[src/sv/ffpd_pkg.sv]
// Shared types and constants for the fixed frame position deframer.
package ffpd_pkg;

    // frame geometry
    localparam int unsigned FRAME_BYTES = 8;
    localparam int unsigned POS_W       = $clog2(FRAME_BYTES);
    localparam logic [POS_W-1:0] LAST_POS = POS_W'(FRAME_BYTES - 1);

    // offset removed from the x and y words
    localparam logic [15:0] XY_OFFSET = 16'h8000;

    // request codes
    localparam logic [2:0] REQ_BYTE    = 3'd0;
    localparam logic [2:0] REQ_IDLE    = 3'd1;
    localparam logic [2:0] REQ_OVERRUN = 3'd2;
    localparam logic [2:0] REQ_CONSUME = 3'd3;
    localparam logic [2:0] REQ_CLEAR   = 3'd4;

    // configuration register indexes
    localparam int unsigned CFG_IDX_W = 2;
    localparam logic [CFG_IDX_W-1:0] CFG_HEAD  = 2'd0;
    localparam logic [CFG_IDX_W-1:0] CFG_TAIL  = 2'd1;
    localparam logic [CFG_IDX_W-1:0] CFG_SCALE = 2'd2;

    // configuration reset values
    localparam logic [7:0] HEAD_RESET  = 8'h7B;
    localparam logic [7:0] TAIL_RESET  = 8'h7D;
    localparam logic [7:0] SCALE_RESET = 8'd10;

    // one result beat
    typedef struct packed {
        logic               frame_good;
        logic               frame_bad;
        logic signed [15:0] pos_x;
        logic signed [15:0] pos_y;
        logic [15:0]        area_value;
        logic               data_ready;
        logic [15:0]        frame_total;
        logic [7:0]         overrun_value;
    } t_result;

    // configuration write
    typedef struct packed {
        logic                 we;
        logic [CFG_IDX_W-1:0] idx;
        logic [7:0]           data;
    } t_cfg_wr;

endpackage

[src/sv/ffpd_core.sv]
// Input register, frame collection, check and held-value update.
module ffpd_core
    import ffpd_pkg::*;
(
    input  logic    i_clk,
    input  logic    i_rst_n,
    input  t_cfg_wr i_cfg,
    input  logic    i_valid,
    input  logic [2:0] i_req_type,
    input  logic [7:0] i_rx_byte,
    output logic    o_stall,
    input  logic    i_q_full,
    output logic    o_push,
    output t_result o_result
);

    // configuration
    logic [7:0] r_head;
    logic [7:0] r_tail;
    logic [7:0] r_scale;

    // input register
    logic       r_in_valid;
    logic [2:0] r_req;
    logic [7:0] r_byte;

    // block state
    logic [POS_W-1:0] r_pos,   n_pos;
    logic [7:0]       r_fb [FRAME_BYTES];
    logic [15:0]      r_x,     n_x;
    logic [15:0]      r_y,     n_y;
    logic [15:0]      r_area,  n_area;
    logic             r_ready, n_ready;
    logic [15:0]      r_total, n_total;
    logic [7:0]       r_ovr,   n_ovr;
    logic             n_good;
    logic             n_bad;

    logic        w_accept;
    logic [15:0] w_word_x;
    logic [15:0] w_word_y;
    logic [15:0] w_word_a;
    logic [23:0] w_prod;

    // write configuration registers
    always_ff @(posedge i_clk) begin
        if (!i_rst_n) begin
            r_head  <= HEAD_RESET;
            r_tail  <= TAIL_RESET;
            r_scale <= SCALE_RESET;
        end else if (i_cfg.we) begin
            case (i_cfg.idx)
                CFG_HEAD:  r_head  <= i_cfg.data;
                CFG_TAIL:  r_tail  <= i_cfg.data;
                CFG_SCALE: r_scale <= i_cfg.data;
                default:   ;
            endcase
        end
    end

    // input handshake: hold the beat while the result queue is full
    assign o_stall  = r_in_valid && i_q_full;
    assign w_accept = i_valid && !o_stall;
    assign o_push   = r_in_valid && !i_q_full;

    always_ff @(posedge i_clk) begin
        if (!i_rst_n) begin
            r_in_valid <= 1'b0;
        end else if (w_accept) begin
            r_in_valid <= 1'b1;
        end else if (o_push) begin
            r_in_valid <= 1'b0;
        end
    end

    always_ff @(posedge i_clk) begin
        if (w_accept) begin
            r_req  <= i_req_type;
            r_byte <= i_rx_byte;
        end
    end

    // big-endian words of the frame; the tail byte is the current beat
    assign w_word_x = {r_fb[1], r_fb[2]};
    assign w_word_y = {r_fb[3], r_fb[4]};
    assign w_word_a = {r_fb[5], r_fb[6]};
    assign w_prod   = {8'd0, w_word_a} * {16'd0, r_scale};

    // next state for the registered beat
    always_comb begin
        n_pos   = r_pos;
        n_x     = r_x;
        n_y     = r_y;
        n_area  = r_area;
        n_ready = r_ready;
        n_total = r_total;
        n_ovr   = r_ovr;
        n_good  = 1'b0;
        n_bad   = 1'b0;
        case (r_req)
            REQ_BYTE: begin
                if (r_pos == LAST_POS) begin
                    n_pos = '0;
                    if (r_fb[0] == r_head && r_byte == r_tail) begin
                        n_x     = w_word_x - XY_OFFSET;
                        n_y     = w_word_y - XY_OFFSET;
                        n_area  = w_prod[15:0];
                        n_ready = 1'b1;
                        n_total = r_total + 16'd1;
                        n_good  = 1'b1;
                    end else begin
                        n_bad = 1'b1;
                    end
                end else begin
                    n_pos = r_pos + POS_W'(1);
                end
            end
            REQ_IDLE:    n_pos = '0;
            REQ_OVERRUN: begin
                n_ovr = r_byte;
                n_pos = '0;
            end
            REQ_CONSUME: n_ready = 1'b0;
            REQ_CLEAR: begin
                n_ready = 1'b0;
                n_pos   = '0;
            end
            default: ;
        endcase
    end

    // advance state when the beat moves into the result queue
    always_ff @(posedge i_clk) begin
        if (!i_rst_n) begin
            r_pos   <= '0;
            r_x     <= '0;
            r_y     <= '0;
            r_area  <= '0;
            r_ready <= 1'b0;
            r_total <= '0;
            r_ovr   <= '0;
        end else if (o_push) begin
            r_pos   <= n_pos;
            r_x     <= n_x;
            r_y     <= n_y;
            r_area  <= n_area;
            r_ready <= n_ready;
            r_total <= n_total;
            r_ovr   <= n_ovr;
        end
    end

    // store frame bytes
    always_ff @(posedge i_clk) begin
        if (o_push && r_req == REQ_BYTE) begin
            r_fb[r_pos] <= r_byte;
        end
    end

    assign o_result.frame_good    = n_good;
    assign o_result.frame_bad     = n_bad;
    assign o_result.pos_x         = n_x;
    assign o_result.pos_y         = n_y;
    assign o_result.area_value    = n_area;
    assign o_result.data_ready    = n_ready;
    assign o_result.frame_total   = n_total;
    assign o_result.overrun_value = n_ovr;

    // a completed frame is either good or bad, never both
    a_good_bad_excl: assert property (@(posedge i_clk) disable iff (!i_rst_n)
        o_push |-> !(n_good && n_bad))
        else $error("frame flagged good and bad");

    // collection restarts after the last byte of a frame
    a_pos_wrap: assert property (@(posedge i_clk) disable iff (!i_rst_n)
        (o_push && r_req == REQ_BYTE && r_pos == LAST_POS) |=> (r_pos == '0))
        else $error("byte position did not restart");

    // the good-frame count moves only on a good frame
    a_total_hold: assert property (@(posedge i_clk) disable iff (!i_rst_n)
        !(o_push && n_good) |=> $stable(r_total))
        else $error("frame count changed without a good frame");

endmodule

[src/sv/ffpd_outq.sv]
// Two-entry result queue that parts the core from the output handshake.
module ffpd_outq
    import ffpd_pkg::*;
(
    input  logic    i_clk,
    input  logic    i_rst_n,
    input  logic    i_push,
    input  t_result i_result,
    output logic    o_full,
    output logic    o_valid,
    input  logic    i_stall,
    output t_result o_result
);

    t_result    r_mem [2];
    logic       r_wr_ptr;
    logic       r_rd_ptr;
    logic [1:0] r_count;
    logic       w_pop;

    assign o_valid  = (r_count != 2'd0);
    assign o_full   = (r_count == 2'd2);
    assign w_pop    = o_valid && !i_stall;
    assign o_result = r_mem[r_rd_ptr];

    // track pointers and fill level
    always_ff @(posedge i_clk) begin
        if (!i_rst_n) begin
            r_wr_ptr <= 1'b0;
            r_rd_ptr <= 1'b0;
            r_count  <= 2'd0;
        end else begin
            if (i_push) begin
                r_wr_ptr <= !r_wr_ptr;
            end
            if (w_pop) begin
                r_rd_ptr <= !r_rd_ptr;
            end
            case ({i_push, w_pop})
                2'b10:   r_count <= r_count + 2'd1;
                2'b01:   r_count <= r_count - 2'd1;
                default: ;
            endcase
        end
    end

    // write the entry
    always_ff @(posedge i_clk) begin
        if (i_push) begin
            r_mem[r_wr_ptr] <= i_result;
        end
    end

    // no push into a full queue
    a_no_overflow: assert property (@(posedge i_clk) disable iff (!i_rst_n)
        i_push |-> !o_full)
        else $error("push into full result queue");

    // fill level agrees with the pointers
    a_count_ptrs: assert property (@(posedge i_clk) disable iff (!i_rst_n)
        (r_count == 2'd0 || r_count == 2'd2) |-> (r_wr_ptr == r_rd_ptr))
        else $error("queue pointers disagree with fill level");

    // fill level stays within the two entries
    a_count_max: assert property (@(posedge i_clk) disable iff (!i_rst_n)
        r_count != 2'd3)
        else $error("queue fill level out of range");

endmodule

[src/sv/fixed_frame_position_deframer.sv]
// Top level of the fixed frame position deframer.
//
//  channel | direction | handshake          | beat contents
//  --------+-----------+--------------------+--------------------------------------
//  in      | input     | i_valid / o_stall  | i_req_type, i_rx_byte
//  out     | output    | o_valid / i_stall  | frame flags, x, y, area, ready, totals
//  cfg     | input     | i_cfg_we           | i_cfg_idx, i_cfg_data
//
// Each beat is held in the input register, then passes through the frame
// check and area multiply into the queue.
// One beat per cycle is sustained while i_stall is low; the two-entry result
// queue lets a new beat in while a result waits.
// Synchronous active-low reset clears control state and restores the configuration reset values.
// A stall on the output backs up the queue and then raises o_stall.
module fixed_frame_position_deframer
    import ffpd_pkg::*;
(
    input  logic                 i_clk,
    input  logic                 i_rst_n,
    input  logic                 i_cfg_we,
    input  logic [CFG_IDX_W-1:0] i_cfg_idx,
    input  logic [7:0]           i_cfg_data,
    input  logic                 i_valid,
    output logic                 o_stall,
    input  logic [2:0]           i_req_type,
    input  logic [7:0]           i_rx_byte,
    output logic                 o_valid,
    input  logic                 i_stall,
    output logic                 o_frame_good,
    output logic                 o_frame_bad,
    output logic signed [15:0]   o_pos_x,
    output logic signed [15:0]   o_pos_y,
    output logic [15:0]          o_area_value,
    output logic                 o_data_ready,
    output logic [15:0]          o_frame_total,
    output logic [7:0]           o_overrun_value
);

    t_cfg_wr w_cfg;
    t_result w_core_res;
    t_result w_out_res;
    logic    w_push;
    logic    w_q_full;

    assign w_cfg.we   = i_cfg_we;
    assign w_cfg.idx  = i_cfg_idx;
    assign w_cfg.data = i_cfg_data;

    // frame collection and check
    ffpd_core u_core (
        .i_clk      (i_clk),
        .i_rst_n    (i_rst_n),
        .i_cfg      (w_cfg),
        .i_valid    (i_valid),
        .i_req_type (i_req_type),
        .i_rx_byte  (i_rx_byte),
        .o_stall    (o_stall),
        .i_q_full   (w_q_full),
        .o_push     (w_push),
        .o_result   (w_core_res)
    );

    // result queue
    ffpd_outq u_outq (
        .i_clk    (i_clk),
        .i_rst_n  (i_rst_n),
        .i_push   (w_push),
        .i_result (w_core_res),
        .o_full   (w_q_full),
        .o_valid  (o_valid),
        .i_stall  (i_stall),
        .o_result (w_out_res)
    );

    assign o_frame_good    = w_out_res.frame_good;
    assign o_frame_bad     = w_out_res.frame_bad;
    assign o_pos_x         = w_out_res.pos_x;
    assign o_pos_y         = w_out_res.pos_y;
    assign o_area_value    = w_out_res.area_value;
    assign o_data_ready    = w_out_res.data_ready;
    assign o_frame_total   = w_out_res.frame_total;
    assign o_overrun_value = w_out_res.overrun_value;

endmodule
[config.mk]
export PLATFORM = sky130hd
export DESIGN_NAME = fixed_frame_position_deframer
export DESIGN_NICKNAME = d
export VERILOG_FILES = /design/src/sv/ffpd_pkg.sv /design/src/sv/ffpd_core.sv /design/src/sv/ffpd_outq.sv /design/src/sv/fixed_frame_position_deframer.sv
export SDC_FILE = /design/constraint.sdc
export NUM_CORES = 1
export LEC_CHECK = 0
export BUFFER_PORTS_ARGS = -buffer_cell sky130_fd_sc_hd__buf_2
export CORE_ASPECT_RATIO = 1.2
export CORE_UTILIZATION = 30
export DETAILED_ROUTE_END_ITERATION = 10
export PLACE_DENSITY = 0.44
export SLEW_MARGIN = 30
export SYNTH_ARGS = -nofsm -noshare
export SYNTH_HDL_FRONTEND = slang
export SYNTH_SLANG_ARGS = --single-unit
export TNS_END_PERCENT = 20
[constraint.sdc]
create_clock -name i_clk -period 8 [get_ports i_clk]
set_input_delay 2.4 -clock i_clk [delete_from_list [all_inputs] [get_ports i_clk]]
set_output_delay 2.4 -clock i_clk [all_outputs]
set_load 0.005 [all_outputs]
# == Word level (Yosys, flattened, before mapping) ==
# Memories as Yosys holds them, arrays and structs flattened. A register that Yosys moved wholly into a read port is not among the register bits.
# Index checks and enable logic that the tools add are counted.
# word_totals
register_bits,116
ramBits,214
elab_cells,93
output_inout_bits,77
inputBits,26
mem_count,2
# memory_table
name,words,word_bits,rd,rd_clocked_by_memory_dff,wr,line,source
u_outq.r_mem,2,75,1,1,1,ffpd_outq.sv:15,t_result r_mem [2];
u_core.r_fb,8,8,7,0,1,ffpd_core.sv:29,logic [7:0] r_fb [FRAME_BYTES];
# op_classes
mul,1
addsub,6
n_reduce_logical,23
n_eq_ne,12
muxes,33
# op_table
op,count
16-bit 2-to-1 mux,12
16-bit subtractor (second input constant),2
16-bit by 1-bit adder with 16-bit output (second input constant),1
8-bit == test,2
16-bit by 8-bit multiplier with 16-bit output,1
1-bit 2-to-1 mux,16
8-bit 2-to-1 mux,1
2-bit AND reduction,4
2-bit nonzero test,4
2-bit == test (second input constant),3
3-bit by 2-bit == test with 1-bit output (second input constant),2
3-bit == test (second input constant),2
1-bit logical AND,6
3-bit one-hot mux with 2 select lines,1
1-bit logical NOT,5
2-bit by 1-bit == test with 1-bit output (second input constant),2
2-bit one-hot mux with 2 select lines,1
3-bit by 1-bit adder with 3-bit output (second input constant),1
3-bit by 1-bit == test with 1-bit output (second input constant),1
3-bit logical NOT,1
3-bit 2-to-1 mux,1
3-bit OR reduction,1
2-bit by 1-bit adder with 2-bit output (second input constant),1
2-bit logical NOT,1
3 further kinds,3

# == Longest topological paths before layout ==
# depth
word_depth,6
ltp_mapped,17
depth_no_buf,16

# == Modules after synthesis ==
# From an unflattened synthesis, not the netlist that was laid out.
# hier_totals
cells_unflattened,1343
area_unflattened_um2,15399.8
# by_module_without_submodules
mod,area_per_inst_um2,n_inst,cells_per_inst
ffpd_core,9769.4,1,1085
ffpd_outq,5630.4,1,258

# == Worst setup path after synthesis ==
# Ideal clock, no wire load.
# synth_path
path_type,register -> register
startpoint,reg u_outq.r_count[0]
endpoint,"mem u_outq.r_mem[0][0] (netlist bit), enable pin"
setup_ns,0.509
t_arrival_ns,4.143
path_buffers,1
path_slack_ns,3.348
required_time_ns,7.491
period_less_slack_ns,4.652
path_stages_with_launch,6
cell_sequence,dfxtp_1 -> nand2b_1 -> and2_1 -> inv_1 -> clkbuf_1 -> nor2_1
# synth_between
elab_chain_cells,5
# synth_rtl
item,line,source
start: declaration,ffpd_outq.sv:18,logic [1:0] r_count;
start signal: assignment,ffpd_outq.sv:40,2'b10: r_count <= r_count + 2'd1;
start signal: assignment,ffpd_outq.sv:41,2'b01: r_count <= r_count - 2'd1;
2-bit == test,ffpd_outq.sv:22,assign o_full = (r_count == 2'd2);
1-bit logical NOT,ffpd_core.sv:64,assign o_push = r_in_valid && !i_q_full;
1-bit logical AND,ffpd_core.sv:64,
1-bit 2-to-1 mux,ffpd_outq.sv:49,if (i_push) begin
1-bit 2-to-1 mux (implied by the code),ffpd_outq.sv:50,r_mem[r_wr_ptr] <= i_result;
end: declaration,ffpd_outq.sv:15,
# No other way between the ends.

==> metrics <==
fmax 203.6 MHz; Crit path arrival time 2.51 ns; Sw Ratio 25.75%; Worst setup SP type flip-flop; # port buffers 102; top-count cell post-synth nand2_1; clk sinks 323; Fin Clk Skew 0.01342 ns; RSZ-0062 raised after global routing false; Nets 1551; Final Max Tran Viols 0; pin count of the biggest net entering global routing 69; Syn Nets 1452; clock group share of total power 38.3%; Initial DRT Pass Iterations 5; synth top area cells edfxtp_1, dfxtp_1, fa_1, nand2_1, mux2_2; vias in the first global route 9858; met2 usage 24.61%; sequential area share after synthesis 56.19%; GP Congestion 0.7729; area added between synthesis and finish 15.45%; TNS Setup 0 ns; Pleak 6.802 nW; PostCTS Resize Cnt 0; Synth top area share 42.39%; drc violations 0; Synth Register Bits 323; antenna diode count 0; worst slack on hold paths 0.4525 ns; ys async rst share 0%; worst-skew pair later-pin latency 0.53 ns; Gate power share 15.3%; mean post-synth cell area 11.49 sq um; Routed WL per cell 17.51 um; antenna viol nets, final 0; Inserted Clock Buffers 36; Clock Pin Slew Worst Setup and Hold Paths 0.06 ns; Cell variety after synth 54; Routed Wire Length 36.91 mm; largest area contributor in the netlist edfxtp_1; Reg2Reg Setup Slack 3.16 ns; drt via density 4.607; WP data required 5.60 ns; first-pass GRT wire length 57.29 mm; Gate Count Post-Synth 1338; initial antenna violation count 0; Hold Path Class flip-flop to flip-flop; number of flops mapped to enable cells by yosys 217; maximum VDD drop 0.1140 mV; synth cell count leaders nand2_1, edfxtp_1, dfxtp_1, mux2_2, and2_1; NetSw 1.072 mW; row cnt 90; Chip Width 208.7 um; Starting Density 30.47%; slew margin rel. 40.44%; Post-Syn Area 0.01537 sq mm; Seq pwr share 46.4%; GR peak layer met2; share of cells above drive strength 1 18.44%; Longest Clk Path Bufs 3; Period minus WS final 4.912 ns; DRT iter0 DRCs 396; global-route usage over all layers 14.28%; max-cap violations 0; Layout fillers 5060; HPWL Detailed 24.44 mm; status finished, final reports clean; Primary FF master, synth edfxtp_1; CTS tree yes; IO Pins 103; postcts setup bufs 0; die area 0.05216 sq mm; Power Internal 3.091 mW; core area 0.05045 sq mm; H-tree Lvls 2; Yosys warning count 0; total power 4.163 mW; crit share post-route 61.40%; GR Util met3 2.139%; final hold viol count 0; root buffer cell clkbuf_16; Worst setup EP type output port; crit path max fanout 42; vias post-DR 9711; CP Class flip-flop to output port; worst slew pin tran 0.8902 ns; final setup violation count 0; Die H 250.0 um; GRT overflow 0; grt met1 use 18.10%; total power density per cell area 234.6 mW/mm^2; hold buffers post-CTS 0
-- state kept, by name, summed over array words and instances (netlist names), 2 cells and up, named ones only --
signal,flops
u_outq.r_count,2
u_core.r_head,8
u_core.r_ovr,8
u_core.r_area,16
u_outq.r_mem,150
u_core.r_byte,8
u_core.r_y,16
u_core.r_tail,8
u_core.r_req,3
u_core.r_total,16
u_core.r_scale,8
u_core.r_x,16
u_core.r_fb,56
u_core.r_pos,3
-- area by class of cell --
type | count | area, sq um | share of cell area (%)
clock buffer | 48 | 975.9 | 5.499
clock inverter | 17 | 148.9 | 0.8389
inverter | 76 | 287.8 | 1.621
multi-input combinational | 881 | 6246 | 35.19
sequential | 323 | 8642 | 48.69
tap | 644 | 805.8 | 4.540
timing repair buffer | 119 | 641.9 | 3.616
-- through the flow --
| stage | cells | setup slack [ns] | instance area (sq um) | utilization (%) |
|---|---|---|---|---|
| finish | 2108 | 3.088 | 17750 | 35.18 |
| global route | 2108 | 2.819 | 17750 | 35.18 |
| CTS | 2108 | 2.998 | 17750 | 35.18 |
| detailed placement | 2043 | 3.127 | 16620 | 32.95 |
| global placement | 2043 | 3.219 | 16600 | 32.91 |
| floorplan | 1338 | 3.348 | 15370 | - |
-- cells in the final DEF (no fill, tap or decap), types with 7 or more instances in the layout --
cell type and n:
a21oi_1 61, and2_1 80, buf_2 102, buf_4 16, clkbuf_1 9, clkbuf_16 36
clkinv_1 7, dfxtp_1 105, edfxtp_1 217, fa_1 60, ha_1 28, inv_1 74
mux2_2 83, mux2i_1 10, nand2_1 279, nand3_1 27, nand4_1 14, nor2_1 65
nor3_1 16, o21ai_0 21, or3_1 7, xnor2_1 28, xor2_1 34
-- critical path: stages, from the launching register on --
cell and delay [ns]:
dfxtp_4 0.65, buf_4 0.64, mux2_2 0.45, buf_2 0.17
-- routing by layer --
metal,routed length (um),vias to the layer above
li1,-,4729
met2,18370,164
met3,1270,56
met5,0,-
met1,16280,4762
met4,993,0
-- path summary, 6_finish.rpt --
kind                      from             endpoint  depth (start not counted)
min reg2reg     u_core.r_x[13]       u_core.r_x[13]                          2
max                  flip-flop     o_area_value[15]                          3
min             u_core.r_x[13]       u_core.r_x[13]                          2
max reg2reg  u_core.r_scale[2]  u_outq.r_mem[1][40]                         15
-- logic make-up after synthesis --
| kind of cell | synth area share (%) |
|---|---|
| flops | 56.19 |
| buf+inv | 3.402 |
| xor+xnor | 3.679 |
| fa+ha+maj | 10.09 |
| simple gates | 15.79 |
| compound gates | 4.118 |
| mux | 6.731 |
-- power by group through the flow --
stage / clock, mW / sequential [mW] / combinational, mW
2_1_floorplan: 0 / 1.93 / 0.428
3_3_place_gp: 0 / 1.97 / 0.652
3_5_place_dp: 0 / 1.97 / 0.653
4_1_cts: 1.65 / 1.94 / 0.658
5_1_grt: 1.71 / 1.94 / 0.704
6_report: 1.60 / 1.93 / 0.635
Note: power is estimated with default switching activity, not from simulation.
